### src/rtl/assert_macros.svh
// Assertion macros shared by the timer table RTL.
// Depends on nothing; the including module must provide i_clk and i_rst_n.
`ifndef ASSERT_MACROS_SVH
`define ASSERT_MACROS_SVH

// Checked on every rising clock edge outside reset.
`define CTST_ASSERT(lbl, prop, msg) \
    lbl: assert property (@(posedge i_clk) disable iff (!i_rst_n) (prop)) \
        else $error(msg);

// Checked on every rising clock edge, reset included.
`define CTST_ASSERT_ALWAYS(lbl, prop, msg) \
    lbl: assert property (@(posedge i_clk) (prop)) else $error(msg);

`endif

### src/rtl/ctst_pkg.sv
// Shared types and constants of the countdown timer slot table.
// Depends on nothing.
package ctst_pkg;

    localparam int unsigned KIND_W     = 2;
    localparam int unsigned OUT_SLOT_W = 5;
    localparam int unsigned OUT_TAG_W  = 8;
    localparam int unsigned IN_COUNT_W = 32;
    localparam int unsigned IN_TAG_W   = 8;

    typedef enum logic [KIND_W-1:0] {
        KIND_ADDED   = 2'd0,
        KIND_FULL    = 2'd1,
        KIND_EXPIRED = 2'd2
    } t_kind;

    typedef enum logic {
        CMD_TICK = 1'b0,
        CMD_ADD  = 1'b1
    } t_cmd;

endpackage

### src/rtl/ctst_cell.sv
// One slot of the timer ring: valid flag, remaining count and tag.
// Shifts its contents to the neighboring cell when enabled. Uses no package.
module ctst_cell #(
    parameter int unsigned CW = 32,
    parameter int unsigned TW = 8
) (
    input  logic          i_clk,
    input  logic          i_rst_n,
    input  logic          i_shift,
    input  logic          i_valid,
    input  logic [CW-1:0] i_count,
    input  logic [TW-1:0] i_tag,
    output logic          o_valid,
    output logic [CW-1:0] o_count,
    output logic [TW-1:0] o_tag
);

    logic          r_valid;
    logic [CW-1:0] r_count;
    logic [TW-1:0] r_tag;

    always_ff @(posedge i_clk) begin
        if (!i_rst_n) begin
            r_valid <= 1'b0;
        end else if (i_shift) begin
            r_valid <= i_valid;
        end
        if (i_shift) begin
            r_count <= i_count;
            r_tag   <= i_tag;
        end
    end

    assign o_valid = r_valid;
    assign o_count = r_count;
    assign o_tag   = r_tag;

endmodule

### src/rtl/countdown_timer_slot_table.sv
// Table of SLOTS one-shot countdown timers kept in a ring of cells. Every item walks the
// whole ring once: the slot at the head cell is examined, updated and passed to the tail,
// one slot per cycle while no expiry is held by a stalled output; the block takes no new item
// until the walk is over and its last beat, if any, is loaded for output. An add answers
// with the lowest free slot or "table full"; a tick gives one expiry beat per slot that
// reaches zero, in slot order, the final one marked by o_last, and no beat if none expires.
// Depends on ctst_pkg, ctst_cell and assert_macros.svh.
`include "assert_macros.svh"

module countdown_timer_slot_table #(
    parameter int unsigned SLOTS      = 32,
    parameter int unsigned COUNT_BITS = 32,
    parameter int unsigned TAG_BITS   = 8
) (
    input  logic                                i_clk,
    input  logic                                i_rst_n,
    input  logic                                i_valid,
    output logic                                o_ready,
    input  logic                                i_cmd,
    input  logic [ctst_pkg::IN_COUNT_W-1:0]     i_count,
    input  logic [ctst_pkg::IN_TAG_W-1:0]       i_tag,
    output logic                                o_valid,
    input  logic                                i_ready,
    output logic [ctst_pkg::KIND_W-1:0]         o_kind,
    output logic [ctst_pkg::OUT_SLOT_W-1:0]     o_slot,
    output logic [ctst_pkg::OUT_TAG_W-1:0]      o_expired_tag,
    output logic                                o_last
);
    import ctst_pkg::*;

    localparam int unsigned IW = $clog2(SLOTS);
    localparam logic [IW-1:0] LAST_STEP = IW'(SLOTS - 1);

    typedef enum logic [1:0] {
        ST_IDLE,
        ST_WALK,
        ST_DONE
    } t_state;

    t_state                r_state, n_state;
    logic [IW-1:0]         r_step, n_step;
    t_cmd                  r_cmd, n_cmd;
    logic [COUNT_BITS-1:0] r_count, n_count;
    logic [TAG_BITS-1:0]   r_tag, n_tag;
    logic                  r_found, n_found;
    logic [IW-1:0]         r_found_slot, n_found_slot;
    logic                  r_pend_valid, n_pend_valid;
    logic [IW-1:0]         r_pend_slot, n_pend_slot;
    logic [TAG_BITS-1:0]   r_pend_tag, n_pend_tag;
    logic                  r_o_valid, n_o_valid;
    t_kind                 r_o_kind, n_o_kind;
    logic [IW-1:0]         r_o_slot, n_o_slot;
    logic [TAG_BITS-1:0]   r_o_tag, n_o_tag;
    logic                  r_o_last, n_o_last;

    // Ring wiring: cell k takes from cell k+1, the tail takes the processed head.
    logic                  c_valid [SLOTS];
    logic [COUNT_BITS-1:0] c_count [SLOTS];
    logic [TAG_BITS-1:0]   c_tag   [SLOTS];
    logic                  w_valid [SLOTS];
    logic [COUNT_BITS-1:0] w_count [SLOTS];
    logic [TAG_BITS-1:0]   w_tag   [SLOTS];

    logic                  w_shift;
    logic                  w_out_free;
    logic                  w_expire;
    logic                  w_adv;
    logic [COUNT_BITS-1:0] w_dec;
    logic                  w_new_valid;
    logic [COUNT_BITS-1:0] w_new_count;
    logic [TAG_BITS-1:0]   w_new_tag;

    genvar g;
    generate
        for (g = 0; g < SLOTS; g++) begin : g_cell
            if (g == SLOTS - 1) begin : g_tail
                assign w_valid[g] = w_new_valid;
                assign w_count[g] = w_new_count;
                assign w_tag[g]   = w_new_tag;
            end else begin : g_mid
                assign w_valid[g] = c_valid[g+1];
                assign w_count[g] = c_count[g+1];
                assign w_tag[g]   = c_tag[g+1];
            end
            ctst_cell #(
                .CW (COUNT_BITS),
                .TW (TAG_BITS)
            ) u_cell (
                .i_clk   (i_clk),
                .i_rst_n (i_rst_n),
                .i_shift (w_shift),
                .i_valid (w_valid[g]),
                .i_count (w_count[g]),
                .i_tag   (w_tag[g]),
                .o_valid (c_valid[g]),
                .o_count (c_count[g]),
                .o_tag   (c_tag[g])
            );
        end
    endgenerate

    assign w_out_free = !r_o_valid || i_ready;
    assign w_dec      = c_count[0] - COUNT_BITS'(1);

    always_comb begin
        n_state      = r_state;
        n_step       = r_step;
        n_cmd        = r_cmd;
        n_count      = r_count;
        n_tag        = r_tag;
        n_found      = r_found;
        n_found_slot = r_found_slot;
        n_pend_valid = r_pend_valid;
        n_pend_slot  = r_pend_slot;
        n_pend_tag   = r_pend_tag;
        n_o_valid    = r_o_valid;
        n_o_kind     = r_o_kind;
        n_o_slot     = r_o_slot;
        n_o_tag      = r_o_tag;
        n_o_last     = r_o_last;
        w_shift      = 1'b0;
        w_expire     = 1'b0;
        w_adv        = 1'b0;
        w_new_valid  = c_valid[0];
        w_new_count  = c_count[0];
        w_new_tag    = c_tag[0];

        if (r_o_valid && i_ready) begin
            n_o_valid = 1'b0;
        end

        case (r_state)
            ST_IDLE: begin
                if (i_valid) begin
                    n_cmd   = t_cmd'(i_cmd);
                    n_count = COUNT_BITS'(i_count);
                    n_tag   = TAG_BITS'(i_tag);
                    n_step  = '0;
                    n_found = 1'b0;
                    n_state = ST_WALK;
                end
            end
            ST_WALK: begin
                if (r_cmd == CMD_ADD) begin
                    if (!c_valid[0] && !r_found) begin
                        w_new_valid = 1'b1;
                        w_new_count = r_count;
                        w_new_tag   = r_tag;
                    end
                end else if (c_valid[0]) begin
                    w_new_count = w_dec;
                    if (w_dec == '0) begin
                        w_new_valid = 1'b0;
                        w_expire    = 1'b1;
                    end
                end
                // An expiry can only be held back once the previous one is handed on,
                // because it is not known to be the last until the walk ends.
                w_adv = !(w_expire && r_pend_valid) || w_out_free;
                if (w_adv) begin
                    w_shift = 1'b1;
                    n_step  = r_step + IW'(1);
                    if (r_step == LAST_STEP) begin
                        n_state = ST_DONE;
                    end
                    if (r_cmd == CMD_ADD && !c_valid[0] && !r_found) begin
                        n_found      = 1'b1;
                        n_found_slot = r_step;
                    end
                    if (w_expire) begin
                        if (r_pend_valid) begin
                            n_o_valid = 1'b1;
                            n_o_kind  = KIND_EXPIRED;
                            n_o_slot  = r_pend_slot;
                            n_o_tag   = r_pend_tag;
                            n_o_last  = 1'b0;
                        end
                        n_pend_valid = 1'b1;
                        n_pend_slot  = r_step;
                        n_pend_tag   = c_tag[0];
                    end
                end
            end
            ST_DONE: begin
                if (r_cmd == CMD_ADD) begin
                    if (w_out_free) begin
                        n_o_valid = 1'b1;
                        n_o_kind  = r_found ? KIND_ADDED : KIND_FULL;
                        n_o_slot  = r_found ? r_found_slot : '0;
                        n_o_tag   = r_tag;
                        n_o_last  = 1'b1;
                        n_state   = ST_IDLE;
                    end
                end else if (r_pend_valid) begin
                    if (w_out_free) begin
                        n_o_valid    = 1'b1;
                        n_o_kind     = KIND_EXPIRED;
                        n_o_slot     = r_pend_slot;
                        n_o_tag      = r_pend_tag;
                        n_o_last     = 1'b1;
                        n_pend_valid = 1'b0;
                        n_state      = ST_IDLE;
                    end
                end else begin
                    n_state = ST_IDLE;
                end
            end
            default: begin
                n_state = ST_IDLE;
            end
        endcase
    end

    always_ff @(posedge i_clk) begin
        if (!i_rst_n) begin
            r_state      <= ST_IDLE;
            r_step       <= '0;
            r_found      <= 1'b0;
            r_pend_valid <= 1'b0;
            r_o_valid    <= 1'b0;
        end else begin
            r_state      <= n_state;
            r_step       <= n_step;
            r_found      <= n_found;
            r_pend_valid <= n_pend_valid;
            r_o_valid    <= n_o_valid;
        end
        r_cmd        <= n_cmd;
        r_count      <= n_count;
        r_tag        <= n_tag;
        r_found_slot <= n_found_slot;
        r_pend_slot  <= n_pend_slot;
        r_pend_tag   <= n_pend_tag;
        r_o_kind     <= n_o_kind;
        r_o_slot     <= n_o_slot;
        r_o_tag      <= n_o_tag;
        r_o_last     <= n_o_last;
    end

    assign o_ready       = (r_state == ST_IDLE);
    assign o_valid       = r_o_valid;
    assign o_kind        = r_o_kind;
    assign o_slot        = OUT_SLOT_W'(r_o_slot);
    assign o_expired_tag = OUT_TAG_W'(r_o_tag);
    assign o_last        = r_o_last;

    `CTST_ASSERT(a_idle_no_pend,
        (r_state == ST_IDLE) |-> !r_pend_valid,
        "expiry left pending at idle")
    `CTST_ASSERT(a_accept_walk,
        (i_valid && o_ready) |=> (r_state == ST_WALK && r_step == '0),
        "accepted beat did not start a walk")
    `CTST_ASSERT(a_pend_tick,
        r_pend_valid |-> (r_cmd == CMD_TICK),
        "pending expiry during an add")
    `CTST_ASSERT_ALWAYS(a_reset_idle,
        !i_rst_n |=> (r_state == ST_IDLE && !r_o_valid),
        "reset did not clear control")

endmodule
### config.mk
export PLATFORM = sky130hd
export DESIGN_NAME = countdown_timer_slot_table
export DESIGN_NICKNAME = d
export VERILOG_FILES = /design/src/rtl/ctst_pkg.sv /design/src/rtl/ctst_cell.sv /design/src/rtl/countdown_timer_slot_table.sv
export VERILOG_INCLUDE_DIRS = /design/src /design/src/rtl
export SDC_FILE = /design/constraint.sdc
export NUM_CORES = 1
export LEC_CHECK = 0
export ABC_AREA = 1
export BUFFER_PORTS_ARGS = -buffer_cell sky130_fd_sc_hd__buf_2
export CAP_MARGIN = 20
export CORE_MARGIN = 4
export CORE_UTILIZATION = 51
export CTS_CLUSTER_SIZE = 30
export DETAILED_ROUTE_END_ITERATION = 10
export GPL_TIMING_DRIVEN = 0
export HOLD_SLACK_MARGIN = 0.05
export PLACE_DENSITY_LB_ADDON = 0.25
export REMOVE_ABC_BUFFERS = 1
export SLEW_MARGIN = 15
export SYNTH_ARGS = -nofsm -noshare
export SYNTH_HDL_FRONTEND = slang
export SYNTH_HIERARCHICAL = 1
export SYNTH_SLANG_ARGS = --single-unit
export TNS_END_PERCENT = 50
### constraint.sdc
create_clock -name i_clk -period 36.9 [get_ports i_clk]
set_input_delay 5.535 -clock i_clk [delete_from_list [all_inputs] [get_ports i_clk]]
set_output_delay 5.535 -clock i_clk [all_outputs]
set_load 0.1 [all_outputs]
; ---- Word-level counts from Yosys, hierarchy flattened
; Cells that the tools add are included.
[word_totals]
regBits = 1397
output_inout_bits = 18
word_cells = 228
[op_classes]
mux = 79
n_eq_ne = 12
n_reduce_logical = 24
add_sub_neg = 2
[op_table]
columns = operator, count
row1 = two-way mux 32 bit, 4
row2 = two-way mux 8 bit, 10
row3 = two-way mux 5 bit, 10
row4 = two-way mux 1 bit, 33
row5 = zero test 32 bit, 1
row6 = "subtractor 32 x 1 -> 32 bit, second input constant", 1
row7 = two-way mux 2 bit, 13
row8 = one-hot mux 5 bit (2 select lines), 2
row9 = "!= test 2 bit, second input constant", 8
row10 = one-hot mux 8 bit (2 select lines), 1
row11 = AND reduction 3 bit, 4
row12 = one-hot mux 1 bit (2 select lines), 4
row13 = AND reduction 4 bit, 2
row14 = one-hot mux 2 bit (3 select lines), 1
row15 = AND reduction 6 bit, 1
row16 = "adder 5 x 1 -> 5 bit, second input constant", 1
row17 = "equality test 5 bit, second input constant", 1
row18 = logical AND 1 bit, 5
row19 = AND reduction 5 bit, 1
row20 = zero test 1 bit, 4
row21 = one-hot mux 2 bit (2 select lines), 1
row22 = nonzero test 2 bit, 2
row23 = "!= test 3 bit, second input constant", 1
row24 = "equality test 2 x 1 -> 1 bit, second input constant", 1
row25 = 4 further kinds, 5

; ---- Longest topological paths before layout
[depth]
depth_word = 11
mapped_depth = 18
depth_no_buf = 18

; ---- Hierarchy
; Netlist, hierarchy kept.
[by_module_without_submodules]
columns = mod, area_each_um2, n_inst, cells_each, seq_area_each_um2
row1 = ctst_cell, 1242.4, 32, 46, 1221.2
row2 = countdown_timer_slot_table, 5540.3, 1, 720, 2452.4

; ---- Worst setup path after synthesis
; Ideal clock, no wire load.
[synth_path]
path_type = in2reg
startpoint = input i_ready
endpoint = register g_cell[0].u_cell.r_count[0], enable pin
setup_slack_ns = 3.961
setup_time_ns = 1.661
arrival_time_ns = 31.278
t_required_ns = 35.239
cell_stages = 6
path_cell_list = nor2_1 -> nand2_1 -> nor2_1 -> nand3_1 -> nand2_1 -> inv_1
[synth_via]
elab_chain_len = 4
[synth_rtl]
columns = item, line
row1 = from (decl), countdown_timer_slot_table.sv:23  ; input logic i_ready,
row2 = logical OR 1 bit, countdown_timer_slot_table.sv:102  ; assign w_out_free = !r_o_valid || i_ready;
row3 = logical OR 1 bit, countdown_timer_slot_table.sv:159  ; w_adv = !(w_expire && r_pend_valid) || w_out_free;
row4 = two-way mux 1 bit, countdown_timer_slot_table.sv:160  ; if (w_adv) begin
row5 = two-way mux 1 bit, countdown_timer_slot_table.sv:132  ; case (r_state)
row6 = via w_shift, countdown_timer_slot_table.sv:64  ; logic w_shift;
row7 = to (signal assigned), ctst_cell.sv:29  ; r_count <= i_count;
row8 = to (decl), ctst_cell.sv:19  ; logic [CW-1:0] r_count;
; The timed path passes the listed nets, and every way through them passes these cells.
; A chain may end at the register's enable or synchronous reset.

; ---- Final worst setup path
[layout_path]
startpoint = input i_ready
endpoint = register g_cell[11].u_cell.r_count[5], enable pin
[layout_via]
elab_chain_len = 4
[layout_rtl]
columns = item, line
row1 = logical OR 1 bit, countdown_timer_slot_table.sv:102
row2 = logical OR 1 bit, countdown_timer_slot_table.sv:159
row3 = two-way mux 1 bit, countdown_timer_slot_table.sv:160
row4 = two-way mux 1 bit, countdown_timer_slot_table.sv:132
row5 = via w_shift, countdown_timer_slot_table.sv:64
row6 = to (signal assigned), ctst_cell.sv:29
row7 = to (decl), ctst_cell.sv:19
; The timed path passes the listed nets, and every way through them passes these cells.

==> impl_metrics.env <==
export IMPL_status="finished, final reports clean"
export IMPL_ant_nets=0
export IMPL_ys_seq_area_frac=0.917
export IMPL_place_congestion=0.810
export IMPL_p_leak_nw=17.3
export IMPL_power_per_cell_area_nw_per_um2=90.1
export IMPL_fin_worst_skew_ns=0.0301
export IMPL_synth_top_cell_area_share=0.898
export IMPL_drt_initial_drc_count=1718
export IMPL_syn_area_um2=45300
export IMPL_drv_slew=0
export IMPL_swShare=0.256
export IMPL_hold_viol=0
export IMPL_cts_root_buf="clkbuf_16"
export IMPL_dieArea_um2=93700
export IMPL_drive_gt1_frac=0.141
export IMPL_place_hpwl_mm=37.9
export IMPL_start_kind="input port"
export IMPL_wl_per_cell_um=18.4
export IMPL_clock_sink_count=1397
export IMPL_crit_required_ns=37.24
export IMPL_synth_top_area_cell="edfxtp_1"
export IMPL_period_share=0.225
export IMPL_drt_wl_total_mm=67.5
export IMPL_clockBufferDepth=3
export IMPL_synth_cells=2192
export IMPL_synth_area_leaders="edfxtp_1, nand2_1, dfxtp_1"
export IMPL_placed_cells=3407
export IMPL_finalCriticalPeriod_ns=8.29
export IMPL_antenna_found_initial=6
export IMPL_rsz0062_at_grt="no"
export IMPL_synth_warnings=6
export IMPL_fmax_ghz=0.121
export IMPL_io_buffers=62
export IMPL_drc=0
export IMPL_clk_pin_slew_ns=0.06
export IMPL_post_cts_repair_setup_buffers=0
export IMPL_power_internal_mw=3.47
export IMPL_cts_tree="built"
export IMPL_path_common_cell="buf_16"
export IMPL_insertion_delay_ns=0.73
export IMPL_whs_path_depth=0
export IMPL_crit_type="input port to register"
export IMPL_worstPathMaxFanout=129
export IMPL_rrSetupSlack_ns=31.24
export IMPL_start_util=0.513
export IMPL_async_flop_share=0
export IMPL_final_util=0.587
export IMPL_vias=18600
export IMPL_postSynthAreaPerCell_um2=20.7
export IMPL_maxCapViolations=0
export IMPL_die_x_um=306
export IMPL_power_switching_mw=1.19
export IMPL_hold_ws_ns=0.394
export IMPL_cts_resized=0
export IMPL_worst_r2r_cell_count=10
export IMPL_grt_pass1_vias=18200
export IMPL_setup_viol=0
export IMPL_die_h_um=306
export IMPL_final_cell_mix="edfxtp_1, nand2_1, clkbuf_16, nor2_1, inv_1"
export IMPL_grt_remaining_overflow=0
export IMPL_grt_pass1_wl_mm=106
export IMPL_h_tree_depth=4
export IMPL_path_cells="buf_2 -> nor2_1 -> nand2_1 -> nor2_1 -> nand3_1 -> nand2_1 -> inv_8 -> buf_16 -> buf_16 -> buf_16 -> buf_16"
export IMPL_synthFlopType="edfxtp_1"
export IMPL_worst_slew_pin_slew_ns=1.11
export IMPL_routed_via_density=5.09
export IMPL_combPwrFrac=0.119
export IMPL_synth_edff_count=1355
export IMPL_syn_to_final_growth_pct=14.4
export IMPL_num_nets_final=2437
export IMPL_layout_commonest_cell="edfxtp_1"
export IMPL_grt_use_total=0.146
export IMPL_synth_seq_cells=1397
export IMPL_cts_buffers=138
export IMPL_slew_headroom=0.255
export IMPL_slowest_stage="buf_16"
export IMPL_fin_cells=3660
export IMPL_core_rowCount=109
export IMPL_grt_max_degree=133
export IMPL_p_seq_frac=0.592
export IMPL_p_clk_frac=0.289
export IMPL_cp_end_kind="register"
export IMPL_crit_path_max_incr_delay_ns=0.46
export IMPL_cts_hold_buf=0
export IMPL_drt_pre_antenna_iters=5
export IMPL_cp_arrival_ns=8.64
export IMPL_min_path_type="register to register"
export IMPL_io_pins=63
export IMPL_irDropWorstVdd_mv=0.0531
export IMPL_synth_cell_type_count=42
export IMPL_core_area_um2=88200
-- routing by layer --
layer | vias up | track usage | part of all wire
met5 | - | 0 | 0.00031
met4 | 4 | 0.0512 | 0.023
met3 | 137 | 0.0367 | 0.057
met2 | 477 | 0.199 | 0.42
met1 | 9337 | 0.232 | 0.49
li1 | 8678 | - | -
-- worst paths after layout --
check / start / endpoint
worst max-delay path: i_ready / g_cell[11].u_cell/o_count[5]$_DFFE_PP_
worst min-delay path: g_cell[13].u_cell/o_count[16]$_DFFE_PP_ / g_cell[12].u_cell/o_count[16]$_DFFE_PP_
worst max register to register: r_cmd$_DFFE_PP_ / g_cell[11].u_cell/o_count[5]$_DFFE_PP_
worst min register to register: g_cell[13].u_cell/o_count[16]$_DFFE_PP_ / g_cell[12].u_cell/o_count[16]$_DFFE_PP_
-- Yosys cell counts (all sizes together) (2+ instances only) --
cell type,count
a21oi,48
a22oi,2
a2bb2oi,5
a31oi,7
a32oi,9
buf,6
clkbuf,23
clkinv,3
dfxtp,42
edfxtp,1355
ha,7
inv,102
nand2,248
nand3,49
nand4,23
nor2,175
nor3,4
o211ai,5
o21ai,68
o221ai,2
or2,2
xor2,2
-- through the flow --
| stage | total power [mW] | instance area, um2 | setup slack, ns | TNS (ns) |
|---|---|---|---|---|
| global route | 4.91 | 51800 | 28.43 | 0 |
| detailed placement | 3.36 | 47400 | 27.85 | 0 |
| CTS | 4.73 | 51800 | 28.66 | 0 |
| finish | 4.67 | 51800 | 28.61 | 0 |
| floorplan | 3.93 | 45200 | 3.89 | 0 |
| global placement | 4.37 | 46900 | -3.43 | -4376.26 |
-- state kept, by name, indices dropped and copies added, names as in the netlist, 8 cells and up --
| register | flops |
|---|---|
| g_cell.u_cell/o_tag | 256 |
| g_cell.u_cell/o_valid | 32 |
| r_pend_tag | 8 |
| r_tag | 8 |
| o_expired_tag | 8 |
| r_count | 32 |
| g_cell.u_cell/o_count | 1024 |
-- worst max-delay path: cells and delay by family --
family | cells | cell delay (ns)
AND/OR/NAND/NOR | 5 | 0.63
buffers and inverters | 6 | 2.14
-- logic make-up (layout without fill, tap and decap cells) --
family | count (synthesis) | count (layout) | share of synthesized area
AND/OR/NAND/NOR | 502 | 502 | 0.0506
other | 0 | 2 | 0
flip-flops | 1397 | 1397 | 0.917
adder cells (fa/ha/maj) | 7 | 7 | 0.00193
buffers and inverters | 134 | 435 | 0.0116
AO/OA/AOI/OAI | 150 | 150 | 0.0187
XOR/XNOR | 2 | 2 | 0.000387
-- layout make-up --
| cell class | count | area (um2) |
|---|---|---|
| flip-flops and latches | 1397 | 41500 |
| fillers | 6300 | 36400 |
| clock buffers | 171 | 3650 |
| multi-input cells | 661 | 3260 |
| well taps | 1165 | 1460 |
| clock inverters | 77 | 771 |
| repair buffers | 82 | 752 |
| inverters | 105 | 403 |
| diodes | 2 | 5.00 |
-- power groups by stage --
stage | Combinational [mW] | Sequential, mW | Clock (mW)
after floorplan | 0.452 | 3.48 | 0
after global placement | 0.607 | 3.76 | 0
after detailed placement | 0.564 | 2.79 | 0
after CTS | 0.563 | 2.78 | 1.39
after global routing | 0.618 | 2.82 | 1.46
final | 0.557 | 2.76 | 1.35
Power figures use the tool's default switching activity.
